**src/design/cle_pkg.sv**
```systemverilog
`timescale 1ns / 1ps
package cle_pkg;

   // Line store geometry
   localparam int LINE_LEN    = 32;
   localparam int LINE_ADDR_W = (LINE_LEN > 1) ? $clog2(LINE_LEN) : 1;
   localparam int COUNT_W     = 6;
   localparam int BYTE_W      = 8;

   // Command queue between front and back
   localparam int QUEUE_DEPTH = 2;

   // Terminal characters
   localparam logic [BYTE_W-1:0] CH_LF = 8'h0A;
   localparam logic [BYTE_W-1:0] CH_CR = 8'h0D;
   localparam logic [BYTE_W-1:0] CH_BS = 8'h08;
   localparam logic [BYTE_W-1:0] CH_SP = 8'h20;

   typedef enum logic [1:0] {
      CMD_STORE = 2'd0,
      CMD_ERASE = 2'd1,
      CMD_LINE  = 2'd2
   } cmd_kind_type;

   typedef struct packed {
      cmd_kind_type      kind;
      logic [BYTE_W-1:0] data;
   } cmd_type;

   // Queue head as seen by the back end
   typedef struct packed {
      logic    valid;
      cmd_type cmd;
   } queue_head_type;

endpackage

```
**src/design/cle_req_if.sv**
```systemverilog
`timescale 1ns / 1ps
interface cle_req_if import cle_pkg::*; ();
   logic              valid;
   logic              ready;
   logic [BYTE_W-1:0] rx_byte;

   modport source (output valid, output rx_byte, input ready);
   modport sink (input valid, input rx_byte, output ready);
endinterface

```
**src/design/cle_rsp_if.sv**
```systemverilog
`timescale 1ns / 1ps
interface cle_rsp_if import cle_pkg::*; ();
   logic               valid;
   logic               ready;
   logic [BYTE_W-1:0]  out_byte;
   logic               to_terminal;
   logic               line_end;
   logic [COUNT_W-1:0] line_length;
   logic               dropped;
   logic               last;

   modport source (output valid, output out_byte, output to_terminal, output line_end,
                   output line_length, output dropped, output last, input ready);
   modport sink (input valid, input out_byte, input to_terminal, input line_end,
                 input line_length, input dropped, input last, output ready);
endinterface

```
**src/design/cle_front.sv**
```systemverilog
`timescale 1ns / 1ps
module cle_front import cle_pkg::*; (
   cle_req_if.sink req_ch,
   input  logic    queue_ready,
   output logic    push,
   output cmd_type push_cmd
);

   // Fold CR into LF, then sort the word into a command
   always_comb begin
      push_cmd.data = req_ch.rx_byte;
      unique case (req_ch.rx_byte) inside
         CH_CR, CH_LF: push_cmd.kind = CMD_LINE;
         CH_BS:        push_cmd.kind = CMD_ERASE;
         default:      push_cmd.kind = CMD_STORE;
      endcase
   end

   assign req_ch.ready = queue_ready;
   assign push         = req_ch.valid & queue_ready;

endmodule

```
**src/design/cle_queue.sv**
```systemverilog
`timescale 1ns / 1ps
module cle_queue import cle_pkg::*; (
   input  logic           clock,
   input  logic           reset,
   input  logic           push,
   input  cmd_type        push_cmd,
   output logic           queue_ready,
   output queue_head_type head,
   input  logic           pop
);

   localparam int PTR_W = (QUEUE_DEPTH > 1) ? $clog2(QUEUE_DEPTH) : 1;
   localparam int CNT_W = $clog2(QUEUE_DEPTH + 1);

   cmd_type            entry_ff [QUEUE_DEPTH];
   logic [PTR_W-1:0]   wr_ptr_ff, wr_ptr_in;
   logic [PTR_W-1:0]   rd_ptr_ff, rd_ptr_in;
   logic [CNT_W-1:0]   count_ff, count_in;
   logic               do_pop;

   assign queue_ready = (count_ff != CNT_W'(QUEUE_DEPTH));
   assign head.valid  = (count_ff != '0);
   assign head.cmd    = entry_ff[rd_ptr_ff];
   assign do_pop      = pop & head.valid;

   always_comb begin
      wr_ptr_in = wr_ptr_ff;
      rd_ptr_in = rd_ptr_ff;
      count_in  = count_ff;
      if (push) begin
         wr_ptr_in = (wr_ptr_ff == PTR_W'(QUEUE_DEPTH - 1)) ? '0 : wr_ptr_ff + 1'b1;
      end
      if (do_pop) begin
         rd_ptr_in = (rd_ptr_ff == PTR_W'(QUEUE_DEPTH - 1)) ? '0 : rd_ptr_ff + 1'b1;
      end
      if (push && !do_pop) begin
         count_in = count_ff + 1'b1;
      end else if (do_pop && !push) begin
         count_in = count_ff - 1'b1;
      end
   end

   always_ff @(posedge clock) begin
      if (reset) begin
         wr_ptr_ff <= '0;
         rd_ptr_ff <= '0;
         count_ff  <= '0;
      end else begin
         wr_ptr_ff <= wr_ptr_in;
         rd_ptr_ff <= rd_ptr_in;
         count_ff  <= count_in;
      end
   end

   always_ff @(posedge clock) begin
      if (push) begin
         entry_ff[wr_ptr_ff] <= push_cmd;
      end
   end

endmodule

```
**src/design/cle_back.sv**
```systemverilog
`timescale 1ns / 1ps
module cle_back import cle_pkg::*; (
   input  logic           clock,
   input  logic           reset,
   input  queue_head_type head,
   output logic           pop,
   cle_rsp_if.source      rsp_ch
);

   localparam logic [2:0] ST_IDLE  = 3'd0;
   localparam logic [2:0] ST_BS_SP = 3'd1;
   localparam logic [2:0] ST_BS_BS = 3'd2;
   localparam logic [2:0] ST_LF    = 3'd3;
   localparam logic [2:0] ST_DATA  = 3'd4;
   localparam logic [2:0] ST_END   = 3'd5;

   logic [2:0]         state_ff, state_in;
   logic [COUNT_W-1:0] fill_ff, fill_in;
   logic [COUNT_W-1:0] idx_ff, idx_in;
   logic [BYTE_W-1:0]  line_mem [LINE_LEN];
   logic [BYTE_W-1:0]  rd_data_ff;
   logic               wr_en;

   logic               rsp_valid_ff;
   logic [BYTE_W-1:0]  out_byte_ff, out_byte_in;
   logic               to_terminal_ff, to_terminal_in;
   logic               line_end_ff, line_end_in;
   logic [COUNT_W-1:0] line_length_ff, line_length_in;
   logic               dropped_ff, dropped_in;
   logic               last_ff, last_in;
   logic               load;
   logic               out_free;

   assign out_free = !rsp_valid_ff || rsp_ch.ready;

   always_comb begin
      state_in       = state_ff;
      fill_in        = fill_ff;
      idx_in         = idx_ff;
      pop            = 1'b0;
      load           = 1'b0;
      wr_en          = 1'b0;
      out_byte_in    = '0;
      to_terminal_in = 1'b0;
      line_end_in    = 1'b0;
      line_length_in = '0;
      dropped_in     = 1'b0;
      last_in        = 1'b0;
      unique case (state_ff)
         ST_IDLE: begin
            if (head.valid && out_free) begin
               pop = 1'b1;
               unique case (head.cmd.kind)
                  CMD_STORE: begin
                     load    = 1'b1;
                     last_in = 1'b1;
                     if (fill_ff < COUNT_W'(LINE_LEN)) begin
                        wr_en          = 1'b1;
                        out_byte_in    = head.cmd.data;
                        to_terminal_in = 1'b1;
                        fill_in        = fill_ff + 1'b1;
                     end else begin
                        dropped_in = 1'b1;
                     end
                  end
                  CMD_ERASE: begin
                     // drop an erase on an empty line
                     if (fill_ff != '0) begin
                        load           = 1'b1;
                        out_byte_in    = CH_BS;
                        to_terminal_in = 1'b1;
                        state_in       = ST_BS_SP;
                     end
                  end
                  CMD_LINE: begin
                     load           = 1'b1;
                     out_byte_in    = CH_CR;
                     to_terminal_in = 1'b1;
                     state_in       = ST_LF;
                  end
                  default: ;
               endcase
            end
         end
         ST_BS_SP: begin
            if (out_free) begin
               load           = 1'b1;
               out_byte_in    = CH_SP;
               to_terminal_in = 1'b1;
               state_in       = ST_BS_BS;
            end
         end
         ST_BS_BS: begin
            if (out_free) begin
               load           = 1'b1;
               out_byte_in    = CH_BS;
               to_terminal_in = 1'b1;
               last_in        = 1'b1;
               fill_in        = fill_ff - 1'b1;
               state_in       = ST_IDLE;
            end
         end
         ST_LF: begin
            if (out_free) begin
               load           = 1'b1;
               out_byte_in    = CH_LF;
               to_terminal_in = 1'b1;
               idx_in         = '0;
               state_in       = (fill_ff == '0) ? ST_END : ST_DATA;
            end
         end
         ST_DATA: begin
            if (out_free) begin
               load        = 1'b1;
               out_byte_in = rd_data_ff;
               idx_in      = idx_ff + 1'b1;
               if (idx_in == fill_ff) begin
                  state_in = ST_END;
               end
            end
         end
         ST_END: begin
            if (out_free) begin
               load           = 1'b1;
               line_end_in    = 1'b1;
               line_length_in = fill_ff;
               last_in        = 1'b1;
               fill_in        = '0;
               state_in       = ST_IDLE;
            end
         end
         default: state_in = ST_IDLE;
      endcase
   end

   always_ff @(posedge clock) begin
      if (reset) begin
         state_ff     <= ST_IDLE;
         fill_ff      <= '0;
         idx_ff       <= '0;
         rsp_valid_ff <= 1'b0;
      end else begin
         state_ff <= state_in;
         fill_ff  <= fill_in;
         idx_ff   <= idx_in;
         if (load) begin
            rsp_valid_ff <= 1'b1;
         end else if (rsp_ch.ready) begin
            rsp_valid_ff <= 1'b0;
         end
      end
   end

   // Hold the result payload until the next load
   always_ff @(posedge clock) begin
      if (load) begin
         out_byte_ff    <= out_byte_in;
         to_terminal_ff <= to_terminal_in;
         line_end_ff    <= line_end_in;
         line_length_ff <= line_length_in;
         dropped_ff     <= dropped_in;
         last_ff        <= last_in;
      end
   end

   // Line store: read one entry ahead so the byte is ready in ST_DATA
   always_ff @(posedge clock) begin
      if (wr_en) begin
         line_mem[fill_ff[LINE_ADDR_W-1:0]] <= head.cmd.data;
      end
      rd_data_ff <= line_mem[idx_in[LINE_ADDR_W-1:0]];
   end

   assign rsp_ch.valid       = rsp_valid_ff;
   assign rsp_ch.out_byte    = out_byte_ff;
   assign rsp_ch.to_terminal = to_terminal_ff;
   assign rsp_ch.line_end    = line_end_ff;
   assign rsp_ch.line_length = line_length_ff;
   assign rsp_ch.dropped     = dropped_ff;
   assign rsp_ch.last        = last_ff;

`ifndef SYNTHESIS
   a_fill_bound: assert property (@(posedge clock) disable iff (reset)
      fill_ff <= COUNT_W'(LINE_LEN))
      else $error("line fill count above capacity");

   a_data_in_range: assert property (@(posedge clock) disable iff (reset)
      state_ff == ST_DATA |-> idx_ff < fill_ff)
      else $error("line readout index past fill count");

   a_drop_only_full: assert property (@(posedge clock) disable iff (reset)
      load && dropped_in |-> fill_ff == COUNT_W'(LINE_LEN))
      else $error("byte dropped while line store had room");

   a_end_clears: assert property (@(posedge clock) disable iff (reset)
      load && line_end_in |=> fill_ff == '0 && state_ff == ST_IDLE)
      else $error("line not cleared after end record");
`endif

endmodule

```
**src/design/console_line_editor.sv**
```systemverilog
// A result word is registered in the command queue, then in the back-end output register.
// Throughput: one result word per cycle unless ready stalls the output; a store or drop gives
// one word, a byte erase BS, SP, BS, a line end CR, LF, each stored byte and an end record.
// The two-entry command queue keeps accepting input words while the back end works, until full.
// Reset (synchronous, active high) empties the line and the queue; the line store is not cleared.
`timescale 1ns / 1ps
module console_line_editor import cle_pkg::*; (
   input logic       clock,
   input logic       reset,
   cle_req_if.sink   req_ch,
   cle_rsp_if.source rsp_ch
);

   logic           queue_ready;
   logic           push;
   cmd_type        push_cmd;
   queue_head_type head;
   logic           pop;

   // Front end: classify each terminal word (CR folds into LF)
   cle_front u_front (
      .req_ch      (req_ch),
      .queue_ready (queue_ready),
      .push        (push),
      .push_cmd    (push_cmd)
   );

   // Decouple the classifier from the echo/readout sequencer
   cle_queue u_queue (
      .clock       (clock),
      .reset       (reset),
      .push        (push),
      .push_cmd    (push_cmd),
      .queue_ready (queue_ready),
      .head        (head),
      .pop         (pop)
   );

   // Back end: own the line store, echo, erase and hand out finished lines
   cle_back u_back (
      .clock  (clock),
      .reset  (reset),
      .head   (head),
      .pop    (pop),
      .rsp_ch (rsp_ch)
   );

endmodule
```
**src/flat_wrapper.sv**
```systemverilog
// flat-port wrapper written by rule: the top's interface ports become plain ports
module console_line_editor_flat import cle_pkg::*;
  (clock, reset, req_ch_valid, req_ch_rx_byte, req_ch_ready, rsp_ch_valid, rsp_ch_out_byte, rsp_ch_to_terminal, rsp_ch_line_end, rsp_ch_line_length, rsp_ch_dropped, rsp_ch_last, rsp_ch_ready);
  cle_req_if req_ch_i ();
  cle_rsp_if rsp_ch_i ();
  input logic clock;
  input logic reset;
  input wire logic [$bits(req_ch_i.valid)-1:0] req_ch_valid;
  input wire logic [$bits(req_ch_i.rx_byte)-1:0] req_ch_rx_byte;
  output wire logic [$bits(req_ch_i.ready)-1:0] req_ch_ready;
  output wire logic [$bits(rsp_ch_i.valid)-1:0] rsp_ch_valid;
  output wire logic [$bits(rsp_ch_i.out_byte)-1:0] rsp_ch_out_byte;
  output wire logic [$bits(rsp_ch_i.to_terminal)-1:0] rsp_ch_to_terminal;
  output wire logic [$bits(rsp_ch_i.line_end)-1:0] rsp_ch_line_end;
  output wire logic [$bits(rsp_ch_i.line_length)-1:0] rsp_ch_line_length;
  output wire logic [$bits(rsp_ch_i.dropped)-1:0] rsp_ch_dropped;
  output wire logic [$bits(rsp_ch_i.last)-1:0] rsp_ch_last;
  input wire logic [$bits(rsp_ch_i.ready)-1:0] rsp_ch_ready;
  assign req_ch_i.valid = req_ch_valid;
  assign req_ch_i.rx_byte = req_ch_rx_byte;
  assign req_ch_ready = req_ch_i.ready;
  assign rsp_ch_valid = rsp_ch_i.valid;
  assign rsp_ch_out_byte = rsp_ch_i.out_byte;
  assign rsp_ch_to_terminal = rsp_ch_i.to_terminal;
  assign rsp_ch_line_end = rsp_ch_i.line_end;
  assign rsp_ch_line_length = rsp_ch_i.line_length;
  assign rsp_ch_dropped = rsp_ch_i.dropped;
  assign rsp_ch_last = rsp_ch_i.last;
  assign rsp_ch_i.ready = rsp_ch_ready;
  console_line_editor u_core (.clock(clock), .reset(reset), .req_ch(req_ch_i), .rsp_ch(rsp_ch_i));
endmodule
```
**config.mk**
```make
export PLATFORM = sky130hd
export DESIGN_NAME = console_line_editor_flat
export DESIGN_NICKNAME = d
export VERILOG_FILES = /design/src/design/cle_pkg.sv /design/src/design/cle_req_if.sv /design/src/design/cle_rsp_if.sv /design/src/design/cle_front.sv /design/src/design/cle_queue.sv /design/src/design/cle_back.sv /design/src/design/console_line_editor.sv /design/src/flat_wrapper.sv
export SDC_FILE = /design/constraint.sdc
export NUM_CORES = 1
export LEC_CHECK = 0
export ABC_AREA = 1
export BUFFER_PORTS_ARGS = -buffer_cell sky130_fd_sc_hd__buf_2
export CAP_MARGIN = 30
export CORE_UTILIZATION = 40
export CTS_CLUSTER_SIZE = 14
export DETAILED_ROUTE_END_ITERATION = 10
export GPL_TIMING_DRIVEN = 0
export SYNTH_ARGS = -nofsm -noshare
export SYNTH_HDL_FRONTEND = slang
export SYNTH_SLANG_ARGS = --single-unit
```
**constraint.sdc**
```tcl
create_clock -name clock -period 2.7 [get_ports clock]
set_clock_uncertainty 0.2 [all_clocks]
set_input_delay 0.54 -clock clock [delete_from_list [all_inputs] [get_ports clock]]
set_output_delay 0.54 -clock clock [all_outputs]
set_load 0.01 [all_outputs]
```
==> results.cfg, run 1 <==
[global_routing]
grt_pass1_vias = 9739
grt_max_degree = 34
gr-total-overflow = 0
grt_pass1_wl_um = 58000
antenna_found_initial = 0
grt.total_usage_pct = 20.6

[pwr]
seqPwrFrac_pct = 40.6
p_int_mw = 10.4
power.density_nw_per_um2 = 920
combPwrFrac_pct = 29.7
ir_worst_vdd_uv = 617
p_switching_mw = 5.41
clock_power_share_pct = 29.7
switching_share_pct = 34.3
power.leakage_nw = 7.02
finalPower_mw = 15.8

[sta]
finalHoldViolCount = 0
rsz0062_at_grt = no
period_minus_slack_ps = 2580
max_freq_mhz = 388
hold_slack_ps = 29.2
drv_slew = 0
fin_crit_sh_pct = 95.6
worst_slew_pin_slew_ps = 1060
setup_violations = 0
slew_headroom_pct = 28.9
tns_ps = 0

[detailed_routing]
via_per_inst = 5.17
wl_um = 38400
vias = 10402
drc_errors = 0
drtIter0Drc = 1095
antenna_left = 0
drt_pass1_iterations = 6
wl_per_cell_um = 19.1

[die]
io_pins = 32
die_w_um = 193
rows = 69
core_area_um2 = 35800
die_area_um2 = 37400
die_h_um = 193
start_util_pct = 40.9

[place]
gp_congestion = 0.866
portBuffers = 31
hpwlAfterDp_um = 25900
postPlaceCellArea_um2 = 15500

[logic_synthesis]
synth_top_family_by_area = simple AND/OR/NAND/NOR gates
synthMuxAreaShare_pct = 0.308
ys_ff_latch = 323
synth_nets = 1464
async_reset_ff_share_pct = 0
yosysWarnings = 0
synthSimpleGateAreaFrac_pct = 22.6
synth_xor_xnor_area_share_pct = 0.539
synth_area_per_cell_um2 = 10.1
synth_cell_type_count = 34
syn_area_um2 = 14600
synth-edff-count = 294
synth_compound_area_share_pct = 2.06
synthAdderAreaFrac_pct = 0.650
synth_flop_cell = edfxtp_1
yosysSeqAreaShare_pct = 64.3
netlist_instances = 1445

[clocking]
cts_made_buffers = 35
h-tree-depth = 2
cts_root_buf = clkbuf_16
cts_sinks = 323
clk_path_buf_depth = 3
hold_buffers = 0
path_clk_slew_ps = 60
clk_latency_ps = 510
cts_tree = built

[finish]
n_antenna_cell = 0
fin_nets = 1547
syn_to_final_growth_pct = 17.3
drive_above_1_share_pct = 14.2
finish.instance_area_um2 = 17200

[worst_hold_path]
min_to = u_core.u_queue.entry_ff[1][6]$_DFFE_PP_
min_delay_path_depth = 1
hold_start = req_ch_rx_byte[6]
hold_path_class = input port to flip-flop

[critical_path]
crit_fanout = 10
r2r_cells = 14
critPathLaunchType = flip-flop
r2r_start = u_core.u_back.state_ff[0]$_SDFFE_PP0P_
worstPathRequired_ps = 2910
crit_type = flip-flop to flip-flop
crit_arrival_ps = 2790
r2r-end = u_core.u_back.rd_data_ff[2]$_DFF_P_
end_kind = flip-flop
worst-r2r-setup-slack_ps = 120

[flow_run]
cap_viol_max_count = 0

[run_status]
status = complete, no violations
==> cells in the final DEF (no fill, tap or decap), types with 6 or more instances in the layout <==
| master | netlist | final |
|---|---|---|
| a21oi_1 | 20 | 19 |
| buf_12 | 0 | 6 |
| buf_2 | 31 | 57 |
| buf_4 | 7 | 8 |
| buf_6 | 10 | 11 |
| clkbuf_1 | 16 | 18 |
| clkbuf_16 | 0 | 37 |
| clkinv_1 | 1 | 9 |
| clkinv_2 | 0 | 6 |
| dfxtp_1 | 29 | 27 |
| edfxtp_1 | 294 | 294 |
| ha_1 | 6 | 6 |
| inv_1 | 266 | 265 |
| nand2_1 | 274 | 269 |
| nand2_2 | 6 | 9 |
| nand3_1 | 297 | 294 |
| nand3_4 | 0 | 7 |
| nand3b_1 | 48 | 48 |
| nor2_1 | 69 | 36 |
| nor2_4 | 0 | 31 |
| o21ai_0 | 26 | 25 |
| xor2_1 | 7 | 7 |
==> cells by family after synthesis <==
logic type / after synthesis
and+or+nand+nor: 712
AOI/OAI and AO/OA: 55
buffers and inverters: 335
DFF: 323
muxes: 4
xor gates and xnor gates: 9
adders and majority gates: 7
==> stage by stage <==
stage,util (%),setup WS [ps],instances
floorplan,-,96.7,1445
global placement,42.9,-868,1937
detailed placement,43.2,-878,1942
CTS,47.5,5.65,2011
global route,47.9,1.92,2013
finish,47.9,120,2013
==> worst max path at each step <==
| stage | start | end | slack (ps) | cells past startpoint |
|---|---|---|---|---|
| final | u_core.u_back.state_ff[0]$_SDFFE_PP0P_ | u_core.u_back.rd_data_ff[2]$_DFF_P_ | 120 | 14 |
| after global routing | u_core.u_back.state_ff[0]$_SDFFE_PP0P_ | u_core.u_back.rd_data_ff[2]$_DFF_P_ | 2 | 14 |
| after global placement | rsp_ch_ready | u_core.u_back.line_mem[9][2]$_DFFE_PP_ | -870 | 11 |
| after floorplan | rsp_ch_ready | u_core.u_back.line_mem[20][0]$_DFFE_PP_ | 100 | 10 |
| after CTS | u_core.u_back.state_ff[1]$_SDFFE_PP0P_ | u_core.u_back.rd_data_ff[2]$_DFF_P_ | 6 | 13 |
| after detailed placement | rsp_ch_ready | u_core.u_back.line_mem[9][3]$_DFFE_PP_ | -880 | 11 |
==> power groups by stage <==
stage / registers, mW / logic [mW] / clock network [mW]
3_3_place_gp: 6.51 / 4.18 / 0
5_1_grt: 6.44 / 5.12 / 4.92
3_5_place_dp: 6.48 / 4.40 / 0
6_report: 6.41 / 4.70 / 4.69
4_1_cts: 6.39 / 4.57 / 4.75
2_1_floorplan: 6.53 / 2.63 / 0
==> synth_stat cells, drive strengths merged, types with 2 or more instances <==
master  instances  share of area, %
nand3         303                11
edfxtp        294                60
nand2         280               7.3
inv           270               6.9
nor2           72               1.9
buf            48               2.2
nand3b         48               2.5
dfxtp          29               4.0
o21ai          29               1.0
a21oi          21              0.74
clkbuf         16              0.41
xor2            7              0.42
ha              6              0.51
nand4           5              0.21
mux2            4              0.31
nor3            3              0.14
o21a            2              0.10
xnor2           2              0.12
==> critical path: stages (launching register included) <==
cell,delay (ps)
dfxtp_1,370
nor2_4,170
nand2_1,90
nand2_2,130
nand3_4,160
nand2_1,190
buf_8,200
buf_6,170
nand2_1,60
nand3_1,110
nand3_1,150
nand3_1,200
nand2_1,130
nand2_1,80
nand2_1,60
==> sequential cells by signal (all words and copies together) (netlist names), named ones only <==
name	count
u_core.u_back.rsp_ch.line_end	1
u_core.u_back.rsp_ch.line_length	6
u_core.u_back.line_mem	256
u_core.u_queue.entry_ff	20
u_core.u_back.idx_ff	6
u_core.u_back.rd_data_ff	8
u_core.u_back.state_ff	3
u_core.u_queue.count_ff	2
u_core.u_back.rsp_ch.to_terminal	1
u_core.u_back.rsp_ch.valid	1
u_core.u_back.rsp_ch.last	1
u_core.u_queue.wr_ptr_ff	1
u_core.u_back.rsp_ch.dropped	1
u_core.u_back.fill_ff	6
u_core.u_queue.rd_ptr_ff	1
u_core.u_back.rsp_ch.out_byte	8
==> cell type report <==
class                           instances  area (um2)
Fill cell                            3271       18700
Sequential cell                       323        9410
Multi-Input combinational cell        787        4180
Inverter                              271        1020
Clock buffer                           41         941
Tap cell                              461         577
Timing Repair Buffer                   46         454
Buffer                                 64         403
Clock inverter                         20         174
==> what timing repair did <==
| action | 4_1_cts | 5_1_grt |
|---|---|---|
| endpoints found under the setup margin | 245 | 249 |
| pin swaps | 13 | 3 |
| gates resized for setup | 73 | 26 |
| buffers inserted | 8 | 0 |
==> per-layer routing <==
| metal | vias to the layer above | share of wire, % | GRT usage [%] |
|---|---|---|---|
| met5 | - | 0 | 0 |
| met4 | 0 | 3.7 | 8.00 |
| met3 | 82 | 7.2 | 3.21 |
| met2 | 385 | 46 | 32.6 |
| met1 | 4974 | 43 | 28.5 |
| li1 | 4961 | - | - |
Note: power is estimated with default switching activity, not from simulation.
==> run 2: changes to the inputs <==
--- a/config.mk
+++ b/config.mk
@@ -7,8 +7,8 @@
 export LEC_CHECK = 0
 export ABC_AREA = 1
 export BUFFER_PORTS_ARGS = -buffer_cell sky130_fd_sc_hd__buf_2
-export CAP_MARGIN = 30
-export CORE_UTILIZATION = 40
+export CAP_MARGIN = 20
+export CORE_UTILIZATION = 30
 export CTS_CLUSTER_SIZE = 14
 export DETAILED_ROUTE_END_ITERATION = 10
 export GPL_TIMING_DRIVEN = 0
==> constraint.sdc (replaced) <==
create_clock -name clock -period 3.01 [get_ports clock]
set_clock_uncertainty 0.2 [all_clocks]
set_input_delay 0.602 -clock clock [delete_from_list [all_inputs] [get_ports clock]]
set_output_delay 0.602 -clock clock [all_outputs]
set_load 0.01 [all_outputs]
==> run 2 against run 1 <==
Against the previous run:
- cell count is 7.3% higher
- setup slack better by 25 ps
- clock power decreased by 14%
- worst hold slack improved by 67 ps
==> results.cfg, run 2 (same netlist as run 1, synthesis figures left out) <==
[clocking]
cts_sinks = 323
clk_latency_ps = 520
cts_tree = built
h-tree-depth = 2
cts_made_buffers = 35
clk_path_buf_depth = 3
path_clk_slew_ps = 60
cts_root_buf = clkbuf_16

[detailed_routing]
wl_um = 37800
met3_length_um = 2520
antenna_left = 0
vias = 10204
drt_pass1_iterations = 5
wl_per_cell_um = 17.5
highest_layer = met4
drtIter0Drc = 970
dr_wl_met2_um = 17300
drc_errors = 0
met1Wirelength_um = 16900
via_per_inst = 4.73

[global_routing]
grt_pass1_vias = 9685
antenna_found_initial = 1
gr-total-overflow = 0
grt_pass1_wl_um = 57500
grt.total_usage_pct = 15.2
grt_max_degree = 34

[critical_path]
r2r-end = u_core.u_back.line_mem[14][0]$_DFFE_PP_
startpoint = u_core.u_back.rsp_ch.valid$_SDFFE_PP0P_
critPathLaunchType = flip-flop
r2r_cells = 9
worstPathRequired_ps = 2990
r2r_start = u_core.u_back.rsp_ch.valid$_SDFFE_PP0P_
crit_end = u_core.u_back.line_mem[14][0]$_DFFE_PP_
worst-r2r-setup-slack_ps = 140
crit_fanout = 9
end_kind = flip-flop
crit_type = flip-flop to flip-flop
crit_arrival_ps = 2850

[sta]
rsz0062_at_grt = yes
period_minus_slack_ps = 2870
finalHoldViolCount = 0
hold_slack_ps = 96.5
slew_headroom_pct = 25.1
worst_slew_pin_slew_ps = 1120
tns_ps = 0
max_freq_mhz = 349
fin_crit_sh_pct = 95.2
setup_violations = 0
drv_slew = 0

[finish]
fin_nets = 1540
fillers = 4725
final_common_cell = nand3_1
n_antenna_cell = 0
drive_above_1_share_pct = 12.6
layout_common_cells = 295 x nand3_1, 294 x edfxtp_1, 273 x nand2_1
largest_register_ffs = 256
regArea_um2 = 9410
syn_to_final_growth_pct = 16.3
multi_input_area_um2 = 4070
post_layout_nonfiller_instances = 2159

[pwr]
ir_worst_vdd_uv = 556
power.leakage_nw = 6.90
power.density_nw_per_um2 = 814

[worst_hold_path]
hold_path_class = input port to flip-flop
min_delay_path_depth = 1

[die]
die_area_um2 = 49700
start_util_pct = 30.5
core_area_um2 = 47900
rows = 80
die_w_um = 223
io_pins = 32
die_h_um = 223

[place]
gp_congestion = 0.888
portBuffers = 31
placedCellCount = 2095
hpwlAfterDp_um = 26000

[flow_run]
cap_viol_max_count = 0

[run_status]
status = complete, no violations
==> run 2: power by group <==
part	internal, mW	switching, mW
Clock	2.38	1.67
Sequential	5.58	0.152
Combinational	1.16	2.92
Total	9.12	4.74
==> run 2: routing by layer <==
layer	up-vias	track usage [%]
met1	4859	21.3
met2	336	23.8
met5	-	0
li1	4941	-
met4	0	5.70
met3	68	2.28
==> run 2: how the worst min path moves through the flow <==
stage	slack, ps	from	endpoint
floorplan	250	u_core.u_back.idx_ff[5]$_SDFFE_PP0P_	u_core.u_back.idx_ff[5]$_SDFFE_PP0P_
global placement	270	u_core.u_back.idx_ff[5]$_SDFFE_PP0P_	u_core.u_back.idx_ff[5]$_SDFFE_PP0P_
detailed placement	280	u_core.u_queue.count_ff[1]$_SDFFE_PP0P_	u_core.u_queue.count_ff[1]$_SDFFE_PP0P_
finish	100	req_ch_rx_byte[7]	u_core.u_queue.entry_ff[1][7]$_DFFE_PP_
global route	90	req_ch_rx_byte[6]	u_core.u_queue.entry_ff[0][6]$_DFFE_PP_
CTS	80	req_ch_rx_byte[6]	u_core.u_queue.entry_ff[0][6]$_DFFE_PP_
==> run 2: metrics by stage <==
step           total power, mW  instance area (um2)  util, %  setup slack, ps
4_1_cts                   13.8                16800     35.0             -158
2_1_floorplan             8.22                14600        -              150
6_report                  13.9                17000     35.5              145
3_5_place_dp              9.76                15700     32.7             -599
3_3_place_gp              9.62                15600     32.5             -727
5_1_grt                   14.5                17000     35.5            -44.4
==> run 2: cell type report <==
cell class	instances	area share, %
clock inverter	8	0.411
sequential	323	55.3
clock buffer	52	5.87
timing repair buffer	39	1.83
inverter	271	5.97
buffer	64	2.23
multi-input combinational	787	23.9
tap	615	4.52
==> run 2: what timing repair did <==
item	in CTS	in global routing
hold buffers	0	0
resized for setup	22	40
pin swaps	0	4
endpoints found under the setup margin	192	240
buffers inserted	0	3
==> run 2: critical path, cell delays in order, from the launching register on <==
cell and delay (ps):
dfxtp_1 310, nand2_2 190, inv_1 150, a21oi_1 210
nand2_1 190, nor2_1 200, nand2_2 160, nor2_2 250
nand3_2 320, nor2_4 340
